File: src/base32_stream_encoder_macros.svh
// Assertion macros shared by the Base32 stream encoder modules.
`ifndef BASE32_STREAM_ENCODER_MACROS_SVH
`define BASE32_STREAM_ENCODER_MACROS_SVH
`ifndef SYNTH
// Same-cycle implication, checked at every rising clock edge out of reset.
`define B32E_ASSERT_IMPLIES(label, clk, rst_n, cond, expr) \
    label: assert property (@(posedge clk) disable iff (!rst_n) (cond) |-> (expr)) \
        else $error("b32e assertion failed");
// Next-cycle implication, checked at every rising clock edge out of reset.
`define B32E_ASSERT_NEXT(label, clk, rst_n, cond, expr) \
    label: assert property (@(posedge clk) disable iff (!rst_n) (cond) |=> (expr)) \
        else $error("b32e assertion failed");
`else
`define B32E_ASSERT_IMPLIES(label, clk, rst_n, cond, expr)
`define B32E_ASSERT_NEXT(label, clk, rst_n, cond, expr)
`endif
`endif

File: src/b32e_pkg.sv
// Package with types, constants and tables of the Base32 stream encoder.
package b32e_pkg;

    localparam int GroupChars = 8;
    localparam int GroupBits = 40;
    localparam int ChunkBits = 5;
    localparam int QueueDepthDefault = 2;

    localparam logic [6:0] PAD_CHAR = 7'h3D;
    localparam logic [2:0] HELD_FULL = 3'd4;
    localparam logic [2:0] LAST_SLOT = 3'd7;

    // One complete group handed from the front part to the back part.
    typedef struct packed {
        logic [GroupBits-1:0] bits;
        logic [3:0]           first_pad;
        logic                 msg_last;
    } grp_entry_t;

    // Character slot at which padding starts, by bytes in the group (1..5).
    // Eight means no padding.
    function automatic logic [3:0] first_pad_slot(input logic [2:0] n);
        logic [3:0] slot;
        unique case (n)
            3'd1:    slot = 4'd2;
            3'd2:    slot = 4'd4;
            3'd3:    slot = 4'd5;
            3'd4:    slot = 4'd7;
            default: slot = 4'd8;
        endcase
        return slot;
    endfunction

    // Standard alphabet: A-Z for 0..25, then 2-7.
    function automatic logic [6:0] b32_char(input logic [4:0] idx);
        logic [6:0] ch;
        if (idx < 5'd26)
        begin
            ch = 7'h41 + {2'b00, idx};
        end
        else
        begin
            ch = 7'h32 + {2'b00, idx - 5'd26};
        end
        return ch;
    endfunction

endpackage

File: src/b32e_stream_if.sv
// Handshake interfaces for the byte input channel and the character output channel.
interface b32e_byte_if;
    logic       valid;
    logic       ready;
    logic [7:0] byte_in;
    logic       last_byte;

    modport source (output valid, output byte_in, output last_byte, input ready);
    modport sink (input valid, input byte_in, input last_byte, output ready);
endinterface

interface b32e_char_if;
    logic       valid;
    logic       ready;
    logic [6:0] out_char;
    logic       last_char;
    logic       msg_end;

    modport source (output valid, output out_char, output last_char, output msg_end,
                    input ready);
    modport sink (input valid, input out_char, input last_char, input msg_end,
                  output ready);
endinterface

File: src/base32_stream_encoder.sv
// A byte that closes a group is written into the group queue, then loaded into the back part's
// shift register, from which its first character is shown. Throughput: one character per cycle
// while the receiver is ready; bytes are taken one per cycle while the group queue has room.
// A one-byte message occupies the character serializer for all eight slots of its group.
// Reset (rst_n low, asynchronous) empties the queue, drops the open group and idles the output.
module base32_stream_encoder #(
    parameter int QUEUE_DEPTH = b32e_pkg::QueueDepthDefault
)
(
    input  logic        clk,
    input  logic        rst_n,
    b32e_byte_if.sink   byte_chan,
    b32e_char_if.source char_chan
);
    import b32e_pkg::*;

    // Complete groups leave the front part as one request each and wait in the queue,
    // so the front keeps taking bytes while the back part is still emitting characters.
    grp_entry_t push_entry;
    grp_entry_t head;
    logic       push_valid;
    logic       queue_full;
    logic       queue_not_empty;
    logic       pop;

    // The front part stores bytes into the open group and decides, per byte, whether
    // the group closes (fifth byte or end of message) and how many pads it needs.
    b32e_front u_front
    (
        .clk        (clk),
        .rst_n      (rst_n),
        .in_valid   (byte_chan.valid),
        .in_ready   (byte_chan.ready),
        .byte_in    (byte_chan.byte_in),
        .last_byte  (byte_chan.last_byte),
        .push_valid (push_valid),
        .push_entry (push_entry),
        .queue_full (queue_full)
    );

    b32e_queue #(
        .DEPTH (QUEUE_DEPTH)
    ) u_queue
    (
        .clk        (clk),
        .rst_n      (rst_n),
        .push_valid (push_valid),
        .push_entry (push_entry),
        .full       (queue_full),
        .pop        (pop),
        .not_empty  (queue_not_empty),
        .head       (head)
    );

    // The back part holds the group in a shift register and walks it five bits at a
    // time, most significant chunk first. It loads the next group on the same edge as
    // the eighth character is taken, so consecutive groups leave without a gap.
    b32e_back u_back
    (
        .clk             (clk),
        .rst_n           (rst_n),
        .queue_not_empty (queue_not_empty),
        .head            (head),
        .pop             (pop),
        .out_valid       (char_chan.valid),
        .out_ready       (char_chan.ready),
        .out_char        (char_chan.out_char),
        .last_char       (char_chan.last_char),
        .msg_end         (char_chan.msg_end)
    );

endmodule

File: src/b32e_front.sv
// Front part: gathers bytes into groups and classifies each request as store or emit.
module b32e_front
(
    input  logic                clk,
    input  logic                rst_n,
    input  logic                in_valid,
    output logic                in_ready,
    input  logic [7:0]          byte_in,
    input  logic                last_byte,
    output logic                push_valid,
    output b32e_pkg::grp_entry_t push_entry,
    input  logic                queue_full
);
    import b32e_pkg::*;

    logic [31:0] group_reg;
    logic [31:0] group_next;
    logic [2:0]  held_reg;
    logic [2:0]  held_next;
    logic [31:0] merged;
    logic [2:0]  n_bytes;
    logic        is_fifth;
    logic        accept;

    assign in_ready = !queue_full;
    assign accept = in_valid && in_ready;
    assign is_fifth = (held_reg >= HELD_FULL);

    // Place the new byte into its lane of the open group.
    always_comb
    begin
        merged = group_reg;
        unique case (held_reg[1:0])
            2'd0: merged[31:24] = byte_in;
            2'd1: merged[23:16] = byte_in;
            2'd2: merged[15:8]  = byte_in;
            2'd3: merged[7:0]   = byte_in;
        endcase
    end

    assign n_bytes = is_fifth ? 3'd5 : held_reg + 3'd1;

    assign push_valid = accept && (is_fifth || last_byte);
    assign push_entry.bits = is_fifth ? {group_reg, byte_in} : {merged, 8'h00};
    assign push_entry.first_pad = first_pad_slot(n_bytes);
    assign push_entry.msg_last = last_byte;

    always_comb
    begin
        group_next = group_reg;
        held_next = held_reg;
        if (push_valid)
        begin
            group_next = '0;
            held_next = '0;
        end
        else if (accept)
        begin
            group_next = merged;
            held_next = n_bytes;
        end
    end

    always_ff @(posedge clk or negedge rst_n)
    begin
        if (!rst_n)
        begin
            group_reg <= '0;
            held_reg <= '0;
        end
        else
        begin
            group_reg <= group_next;
            held_reg <= held_next;
        end
    end

endmodule

File: src/b32e_queue.sv
// Short queue of complete groups between the front and back parts.
`include "base32_stream_encoder_macros.svh"
module b32e_queue #(
    parameter int DEPTH = b32e_pkg::QueueDepthDefault
)
(
    input  logic                 clk,
    input  logic                 rst_n,
    input  logic                 push_valid,
    input  b32e_pkg::grp_entry_t push_entry,
    output logic                 full,
    input  logic                 pop,
    output logic                 not_empty,
    output b32e_pkg::grp_entry_t head
);
    import b32e_pkg::*;

    localparam int PtrBits = (DEPTH > 1) ? $clog2(DEPTH) : 1;
    localparam int CntBits = $clog2(DEPTH + 1);
    localparam logic [PtrBits-1:0] LastPtr = PtrBits'(DEPTH - 1);
    localparam logic [CntBits-1:0] FullCnt = CntBits'(DEPTH);

    grp_entry_t         slots_reg [DEPTH];
    logic [PtrBits-1:0] wr_ptr_reg;
    logic [PtrBits-1:0] wr_ptr_next;
    logic [PtrBits-1:0] rd_ptr_reg;
    logic [PtrBits-1:0] rd_ptr_next;
    logic [CntBits-1:0] count_reg;
    logic [CntBits-1:0] count_next;
    logic               do_pop;

    assign full = (count_reg == FullCnt);
    assign not_empty = (count_reg != '0);
    assign head = slots_reg[rd_ptr_reg];
    assign do_pop = pop && not_empty;

    always_comb
    begin
        wr_ptr_next = wr_ptr_reg;
        rd_ptr_next = rd_ptr_reg;
        count_next = count_reg;
        if (push_valid)
        begin
            wr_ptr_next = (wr_ptr_reg == LastPtr) ? '0 : wr_ptr_reg + 1'b1;
        end
        if (do_pop)
        begin
            rd_ptr_next = (rd_ptr_reg == LastPtr) ? '0 : rd_ptr_reg + 1'b1;
        end
        if (push_valid && !do_pop)
        begin
            count_next = count_reg + 1'b1;
        end
        else if (do_pop && !push_valid)
        begin
            count_next = count_reg - 1'b1;
        end
    end

    always_ff @(posedge clk)
    begin
        if (push_valid)
        begin
            slots_reg[wr_ptr_reg] <= push_entry;
        end
    end

    always_ff @(posedge clk or negedge rst_n)
    begin
        if (!rst_n)
        begin
            wr_ptr_reg <= '0;
            rd_ptr_reg <= '0;
            count_reg <= '0;
        end
        else
        begin
            wr_ptr_reg <= wr_ptr_next;
            rd_ptr_reg <= rd_ptr_next;
            count_reg <= count_next;
        end
    end

    `B32E_ASSERT_IMPLIES(a_no_overflow, clk, rst_n, push_valid, !full)
    `B32E_ASSERT_IMPLIES(a_count_bound, clk, rst_n, 1'b1, count_reg <= FullCnt)
    `B32E_ASSERT_IMPLIES(a_empty_ptrs, clk, rst_n, !not_empty, wr_ptr_reg == rd_ptr_reg)

endmodule

File: src/b32e_back.sv
// Back part: serializes one group into eight characters, one per cycle while the receiver is ready.
`include "base32_stream_encoder_macros.svh"
module b32e_back
(
    input  logic                 clk,
    input  logic                 rst_n,
    input  logic                 queue_not_empty,
    input  b32e_pkg::grp_entry_t head,
    output logic                 pop,
    output logic                 out_valid,
    input  logic                 out_ready,
    output logic [6:0]           out_char,
    output logic                 last_char,
    output logic                 msg_end
);
    import b32e_pkg::*;

    logic                 busy_reg;
    logic                 busy_next;
    logic [2:0]           slot_reg;
    logic [2:0]           slot_next;
    logic [GroupBits-1:0] shift_reg;
    logic [GroupBits-1:0] shift_next;
    logic [3:0]           first_pad_reg;
    logic [3:0]           first_pad_next;
    logic                 msg_last_reg;
    logic                 msg_last_next;
    logic                 out_accept;
    logic                 group_done;

    assign out_valid = busy_reg;
    assign out_accept = busy_reg && out_ready;
    assign group_done = out_accept && (slot_reg == LAST_SLOT);
    assign pop = queue_not_empty && (!busy_reg || group_done);

    assign out_char = ({1'b0, slot_reg} >= first_pad_reg) ? PAD_CHAR
                    : b32_char(shift_reg[GroupBits-1 -: ChunkBits]);
    assign last_char = (slot_reg == LAST_SLOT);
    assign msg_end = msg_last_reg && (slot_reg == LAST_SLOT);

    always_comb
    begin
        busy_next = busy_reg;
        slot_next = slot_reg;
        shift_next = shift_reg;
        first_pad_next = first_pad_reg;
        msg_last_next = msg_last_reg;
        if (pop)
        begin
            busy_next = 1'b1;
            slot_next = '0;
            shift_next = head.bits;
            first_pad_next = head.first_pad;
            msg_last_next = head.msg_last;
        end
        else if (group_done)
        begin
            busy_next = 1'b0;
        end
        else if (out_accept)
        begin
            slot_next = slot_reg + 3'd1;
            shift_next = {shift_reg[GroupBits-ChunkBits-1:0], {ChunkBits{1'b0}}};
        end
    end

    always_ff @(posedge clk or negedge rst_n)
    begin
        if (!rst_n)
        begin
            busy_reg <= 1'b0;
            slot_reg <= '0;
        end
        else
        begin
            busy_reg <= busy_next;
            slot_reg <= slot_next;
        end
    end

    always_ff @(posedge clk)
    begin
        shift_reg <= shift_next;
        first_pad_reg <= first_pad_next;
        msg_last_reg <= msg_last_next;
    end

    `B32E_ASSERT_IMPLIES(a_end_on_last, clk, rst_n, busy_reg && msg_end, last_char)
    `B32E_ASSERT_NEXT(a_pad_runs_out, clk, rst_n,
        out_accept && (out_char == PAD_CHAR) && (slot_reg != LAST_SLOT),
        busy_reg && (out_char == PAD_CHAR))
    `B32E_ASSERT_NEXT(a_hold_on_stall, clk, rst_n, busy_reg && !out_ready,
        busy_reg && $stable(slot_reg))

endmodule

File: src/flat_wrapper.sv
// flat-port wrapper written by rule: the top's interface ports become plain ports
module base32_stream_encoder_flat import b32e_pkg::*;
#(
    parameter int QUEUE_DEPTH = b32e_pkg::QueueDepthDefault
)
  (clk, rst_n, byte_chan_valid, byte_chan_byte_in, byte_chan_last_byte, byte_chan_ready, char_chan_valid, char_chan_out_char, char_chan_last_char, char_chan_msg_end, char_chan_ready);
  b32e_byte_if byte_chan_i ();
  b32e_char_if char_chan_i ();
  input  logic clk;
  input  logic rst_n;
  input wire logic [$bits(byte_chan_i.valid)-1:0] byte_chan_valid;
  input wire logic [$bits(byte_chan_i.byte_in)-1:0] byte_chan_byte_in;
  input wire logic [$bits(byte_chan_i.last_byte)-1:0] byte_chan_last_byte;
  output wire logic [$bits(byte_chan_i.ready)-1:0] byte_chan_ready;
  output wire logic [$bits(char_chan_i.valid)-1:0] char_chan_valid;
  output wire logic [$bits(char_chan_i.out_char)-1:0] char_chan_out_char;
  output wire logic [$bits(char_chan_i.last_char)-1:0] char_chan_last_char;
  output wire logic [$bits(char_chan_i.msg_end)-1:0] char_chan_msg_end;
  input wire logic [$bits(char_chan_i.ready)-1:0] char_chan_ready;
  assign byte_chan_i.valid = byte_chan_valid;
  assign byte_chan_i.byte_in = byte_chan_byte_in;
  assign byte_chan_i.last_byte = byte_chan_last_byte;
  assign byte_chan_ready = byte_chan_i.ready;
  assign char_chan_valid = char_chan_i.valid;
  assign char_chan_out_char = char_chan_i.out_char;
  assign char_chan_last_char = char_chan_i.last_char;
  assign char_chan_msg_end = char_chan_i.msg_end;
  assign char_chan_i.ready = char_chan_ready;
  base32_stream_encoder #(.QUEUE_DEPTH(QUEUE_DEPTH)) u_core (.clk(clk), .rst_n(rst_n), .byte_chan(byte_chan_i), .char_chan(char_chan_i));
endmodule
File: config.mk
export PLATFORM = sky130hd
export DESIGN_NAME = base32_stream_encoder_flat
export DESIGN_NICKNAME = d
export VERILOG_FILES = /design/src/b32e_pkg.sv /design/src/b32e_stream_if.sv /design/src/base32_stream_encoder.sv /design/src/b32e_front.sv /design/src/b32e_queue.sv /design/src/b32e_back.sv /design/src/flat_wrapper.sv
export VERILOG_INCLUDE_DIRS = /design/src /design/src/src
export SDC_FILE = /design/constraint.sdc
export NUM_CORES = 1
export LEC_CHECK = 0
export BUFFER_PORTS_ARGS = -buffer_cell sky130_fd_sc_hd__buf_4
export CORE_MARGIN = 2
export CORE_UTILIZATION = 40
export CTS_CLUSTER_DIAMETER = 150
export DETAILED_ROUTE_END_ITERATION = 8
export PLACE_DENSITY_LB_ADDON = 0.15
export SETUP_SLACK_MARGIN = 0.4
export SYNTH_ARGS = -nofsm -noshare
export SYNTH_HDL_FRONTEND = slang
export SYNTH_SLANG_ARGS = --single-unit
File: constraint.sdc
create_clock -name clk -period 9.8 [get_ports clk]
set_clock_uncertainty 0.2 [all_clocks]
set_input_delay 0.98 -clock clk [delete_from_list [all_inputs] [get_ports clk]]
set_output_delay 0.98 -clock clk [all_outputs]
set_load 0.01 [all_outputs]
Word level (Yosys, flattened, before mapping)
Memories as Yosys holds them, arrays and structs flattened.
Index checks and enable logic that the tools add are counted.

word-level totals
  register bits after elaboration = 88
  RAM bits = 90
  input port bits = 13
  output and inout port bits = 11
  logic and storage cells = 82
  memories kept = 1

memory list
  name                      words  width  read ports  clocked after memory_dff  write ports  line              source
  u_core.u_queue.slots_reg  2      45     1           0                         1            b32e_queue.sv:23  grp_entry_t slots_reg [DEPTH];

operators by class
  $add $sub $neg = 9
  order comparisons = 3
  equality and inequality tests = 10
  multiplexer cells = 27
  reductions and logical operators = 22

operators with widths
  cell                   number
  $mux W40               4
  $mux W32               2
  $mux W8                4
  $mux W3                6
  $pmux W4 S4            1
  $mux W7                2
  $reduce_bool A2 Y1     5
  $logic_and A1 B1 Y1    9
  $add A6 B5 Y7 const A  1
  $add A7 B5 Y7 const A  1
  $add A3 B1 Y3 const B  2
  $eq A2 B2 Y1 const B   3
  $eq A3 B2 Y1 const B   2
  $eq A3 B3 Y1 const B   2
  $mux W1                6
  $lt A5 B5 Y1 const B   1
  $sub A5 B5 Y5 const B  1
  $ge A3 B4 Y1           1
  $logic_not A1 Y1       4
  $mux W2                2
  $eq A3 B1 Y1 const B   1
  $ge A3 B3 Y1 const B   1
  $add A1 B1 Y1 const B  2
  $add A2 B1 Y2 const B  1
  other kinds (6)        7

Logic depth before layout (Yosys ltp)
  depth after elaboration = 8
  gate-level depth with buffers = 10
  gate-level depth less buffers = 8

Modules after synthesis
A second synthesis with hierarchy kept.

second synthesis, totals
  cells, all modules = 573
  area total of the unflattened synthesis = 8523.2 µm²

by module, submodules not included
  module      times used  cells an instance  area each (µm²)  seq. area each (µm²)
  b32e_queue  1           156                3636.0           2802.7
  b32e_back   1           153                2506.2           1451.4
  b32e_front  1           264                2381.0           875.8

Worst setup path before layout
No wires, ideal clock.

  kind = input port to flip-flop
  from = in byte_chan_last_byte
  to = mem u_core.u_queue.slots_reg[0][0] (netlist name) (enable)
  library setup time = 503 ps
  data arrival time = 4194 ps
  data required time = 9097 ps
  slack = 4903 ps
  stages = 2
  path buffers = 0
  path through = nor2_1 -> nor3_1

on the way
  word-level cells in the longest chain between the ends = 4

ends and longest elaborated chain
  what                           line                source
  from (decl)                    flat_wrapper.sv:13  input wire logic [$bits(byte_chan_i.last_byte)-1:0] byte_chan_last_byte;
  $logic_or A1 B1 Y1             b32e_front.sv:43    assign push_valid = accept && (is_fifth || last_byte);
  $logic_and A1 B1 Y1            b32e_front.sv:43
  $mux W1                        b32e_queue.sv:62    if (push_valid)
  $mux W1 (not written as such)  b32e_queue.sv:64    slots_reg[wr_ptr_reg] <= push_entry;
  to (decl)                      b32e_queue.sv:23

No other way between the ends.

Worst setup path in the final report
  from = reg u_core.u_back.slot_reg[0]
  to = out char_chan_out_char[1]

on the way
  word-level cells in the longest chain between the ends = 2

ends and longest elaborated chain
  what                    line                source
  from (decl)             b32e_back.sv:20     logic [2:0] slot_reg;
  from (signal assigned)  b32e_back.sv:77     slot_reg <= slot_next;
  $ge A3 B4 Y1            b32e_back.sv:36     assign out_char = ({1'b0, slot_reg} >= first_pad_reg) ? PAD_CHAR
  $mux W7                 b32e_back.sv:36
  to (decl)               flat_wrapper.sv:16  output wire logic [$bits(char_chan_i.out_char)-1:0] char_chan_out_char;

No other way between the ends.

==> impl_metrics.yaml <==
timing:
  fmax_mhz: 301
  worst_slew_pin_slew_ns: 0.986
  final-setup-viol-count: 0
  rsz0062_at_grt: "no"
  slew_violations: 0
  fin_tns_setup_ns: 0
  min_period_ns: 3.32
  slew_headroom_pct: 34.1
  fin_crit_sh_pct: 33.9
  hold_viol_final: 0
worst_setup_path:
  cp_slowest_stage_delay_ns: 0.38
  crit_required_ns: 8.62
  crit_family: "simple AND/OR/NAND/NOR gates"
  arrival_ns: 2.14
  critPathMaxFanout: 7
  reg2regPathDepth: 6
  critPathBufInv: 2
  end_kind: "primary output"
  path_cells: "inv_1, ha_1, nand2b_1, a211oi_1, or3_1, a21boi_0, buf_4"
  cp_slowest_cell: "dfrtp_1"
  worstSetupStartpointType: "flip-flop"
  path_depth: 7
  path_class: "flip-flop to primary output"
yosys:
  synth_top_area_share_pct: 53.9
  syn_nets: 539
  synthFlopType: "edfxtp_1"
  ys_seq_elements: 178
  yosys.area.top_type: "edfxtp_1"
  seq_area_frac_synth_pct: 68.2
  avgSynthCellArea_um2: 14.7
  synth_edf_count: 135
  yosysMostFrequentCell: "edfxtp_1"
  netlist_area_um2: 7520
  async_reset_ff_share_pct: 24.2
  synthCells: 511
  synth_common_cells: "edfxtp_1 (135), nand2_1 (48), dfrtp_1 (43), mux2i_1 (43), o21ai_0 (39)"
  synth.area.top_cells: "edfxtp_1 (54%), dfrtp_1 (14%), mux2i_1 (5.7%), mux2_2 (5.5%), a22o_1 (3.7%)"
  yosys_warnings: 0
  synth.distinct_cells: 39
global_route:
  grt_pass1_vias: 4084
  grt_overflow: 0
  met1_usage_pct: 21.9
  grt_pass1_wl_um: 23500
  use_met3_pct: 3.53
  top_usage_layer: "met2"
  grt_antenna_before_repair: 0
  grt_usage_pct: 15.9
  use_met2_pct: 25.1
  grt_max_degree: 80
clocking:
  post_cts_buffers: 0
  clockRootBuffer: "clkbuf_16"
  insertion_delay_ns: 0.43
  clkSlewWorstSetupHoldPaths_ns: 0.06
  clock_path_buffers: 2
  cts_buffers: 17
  clock-sinks: 178
  cts_tree: "done"
  cts.htree.levels: 4
  ctsResizeCount: 0
  hold_buffers: 0
detailed_routing:
  vias: 4042
  drc: 0
  ant_nets: 0
  drt_iter0_drc: 346
  drtPass1Iterations: 4
  totalWireLength_um: 15000
  vias_per_cell: 5.24
  wire_per_inst_um: 19.5
placed_design:
  place.port_buffers: 23
  gp_congestion: 0.768
  hpwl_um: 9380
  postPlaceCellArea_um2: 7870
min_path:
  hold_class: "flip-flop to flip-flop"
  hold-path-cell-count: 1
power:
  p_leak_uw: 0.00346
  power_density_nw_per_um2: 312
  irDropWorstVdd_v: 0.000137
cells_and_area:
  final_area_um2: 8510
  area_growth_pct: 13.1
  nets: 553
  drive_gt1_share_pct: 19.9
  largest_register_ffs: 90
  diodes: 0
die:
  initial_core_util_pct: 40.5
  io_pins: 24
  coreArea_um2: 18600
  dieArea_um2: 19900
  die_w_um: 141
  die_height_um: 141
  rows: 50
outcome:
  status: "finished clean"
run:
  cap_violations: 0
-- per-layer routing --
layer  routed length (um)  share of wire [%]
met1                 7000                 47
met2                 7160                 48
met3                  636                4.2
met4                  248                1.6
met5                    0                  0
-- path summary, 6_finish.rpt --
check | start | to | slack [ns]
setup reg to reg | u_core.u_back.slot_reg[1] | u_core.u_back.shift_reg[14] | 6.57
hold reg to reg | u_core.u_front.group_reg[9] | u_core.u_front.group_reg[9] | 0.30
setup / recovery | u_core.u_back.slot_reg[0] | char_chan_out_char[1] | 6.48
hold / removal | u_core.u_front.group_reg[9] | u_core.u_front.group_reg[9] | 0.30
max in group asynchronous | rst_n | u_core.u_queue.rd_ptr_reg | 8.55
min in group asynchronous | rst_n | u_core.u_front.group_reg[25] | 0.37
-- through the flow --
| step | hold WS (ns) | instances | util [%] | worst slack (ns) | power, uW |
|---|---|---|---|---|---|
| after floorplan | 0.256 | 511 | - | 4.90 | 1720 |
| after global placement | 0.277 | 740 | 42.3 | 6.32 | 1920 |
| after detailed placement | 0.277 | 740 | 42.3 | 6.30 | 1950 |
| after CTS | 0.299 | 772 | 45.8 | 6.46 | 2680 |
| after global routing | 0.314 | 772 | 45.8 | 6.27 | 2800 |
| final | 0.296 | 772 | 45.8 | 6.48 | 2660 |
-- worst register-to-register path: cells and delay by family, from the launching register on --
kind	cells	cell delay [ns]
buffers and inverters	1	0.54
DFF	1	0.41
and+or+nand+nor	2	0.90
AOI/OAI and AO/OA	1	0.23
adders and majority gates	2	0.42
-- kinds of logic (layout without fill, tap and decap cells) --
family | after synthesis | in the layout | synth area share (%)
buf+inv | 40 | 67 | 2.54
compound gates | 85 | 85 | 7.53
simple gates | 100 | 100 | 6.47
flops | 178 | 178 | 68.2
xor+xnor | 13 | 13 | 1.51
mux | 80 | 80 | 11.3
fa+ha+maj | 15 | 15 | 2.49
-- layout make-up --
cell class	count	area (um2)
inverter	8	30.0
fill	1633	10100
tap	234	293
clock inverter	10	155
clock buffer	22	484
sequential	178	5130
timing repair buffer	27	203
multi-input combinational	293	2210
-- placed cells by master (no fill, tap or decap), types with 2 or more instances in the layout --
master	synthesis	layout
a21boi_0	2	2
a21o_1	2	2
a21oi_1	2	2
a22o_1	32	32
and2_1	9	9
and3_2	3	3
buf_4	1	27
bufinv_16	0	4
clkbuf_16	0	17
clkbuf_8	0	4
clkinv_2	0	3
dfrtp_1	43	42
edfxtp_1	135	135
ha_1	15	15
inv_1	8	8
mux2_2	37	37
mux2i_1	43	43
nand2_1	48	47
nand2b_1	8	8
nand3_1	3	3
nor2_1	14	14
nor2b_1	3	3
nor3_1	3	2
nor3_2	1	2
o21ai_0	39	39
o21ai_1	4	4
or2_2	2	3
xnor2_1	7	7
xor2_1	6	6
-- power by group --
| part | switching [uW] | internal (uW) | total (uW) |
|---|---|---|---|
| clock | 274 | 452 | 726 |
| combinational | 423 | 322 | 745 |
| sequential | 88.1 | 1100 | 1190 |
Power figures use the tool's default switching activity.
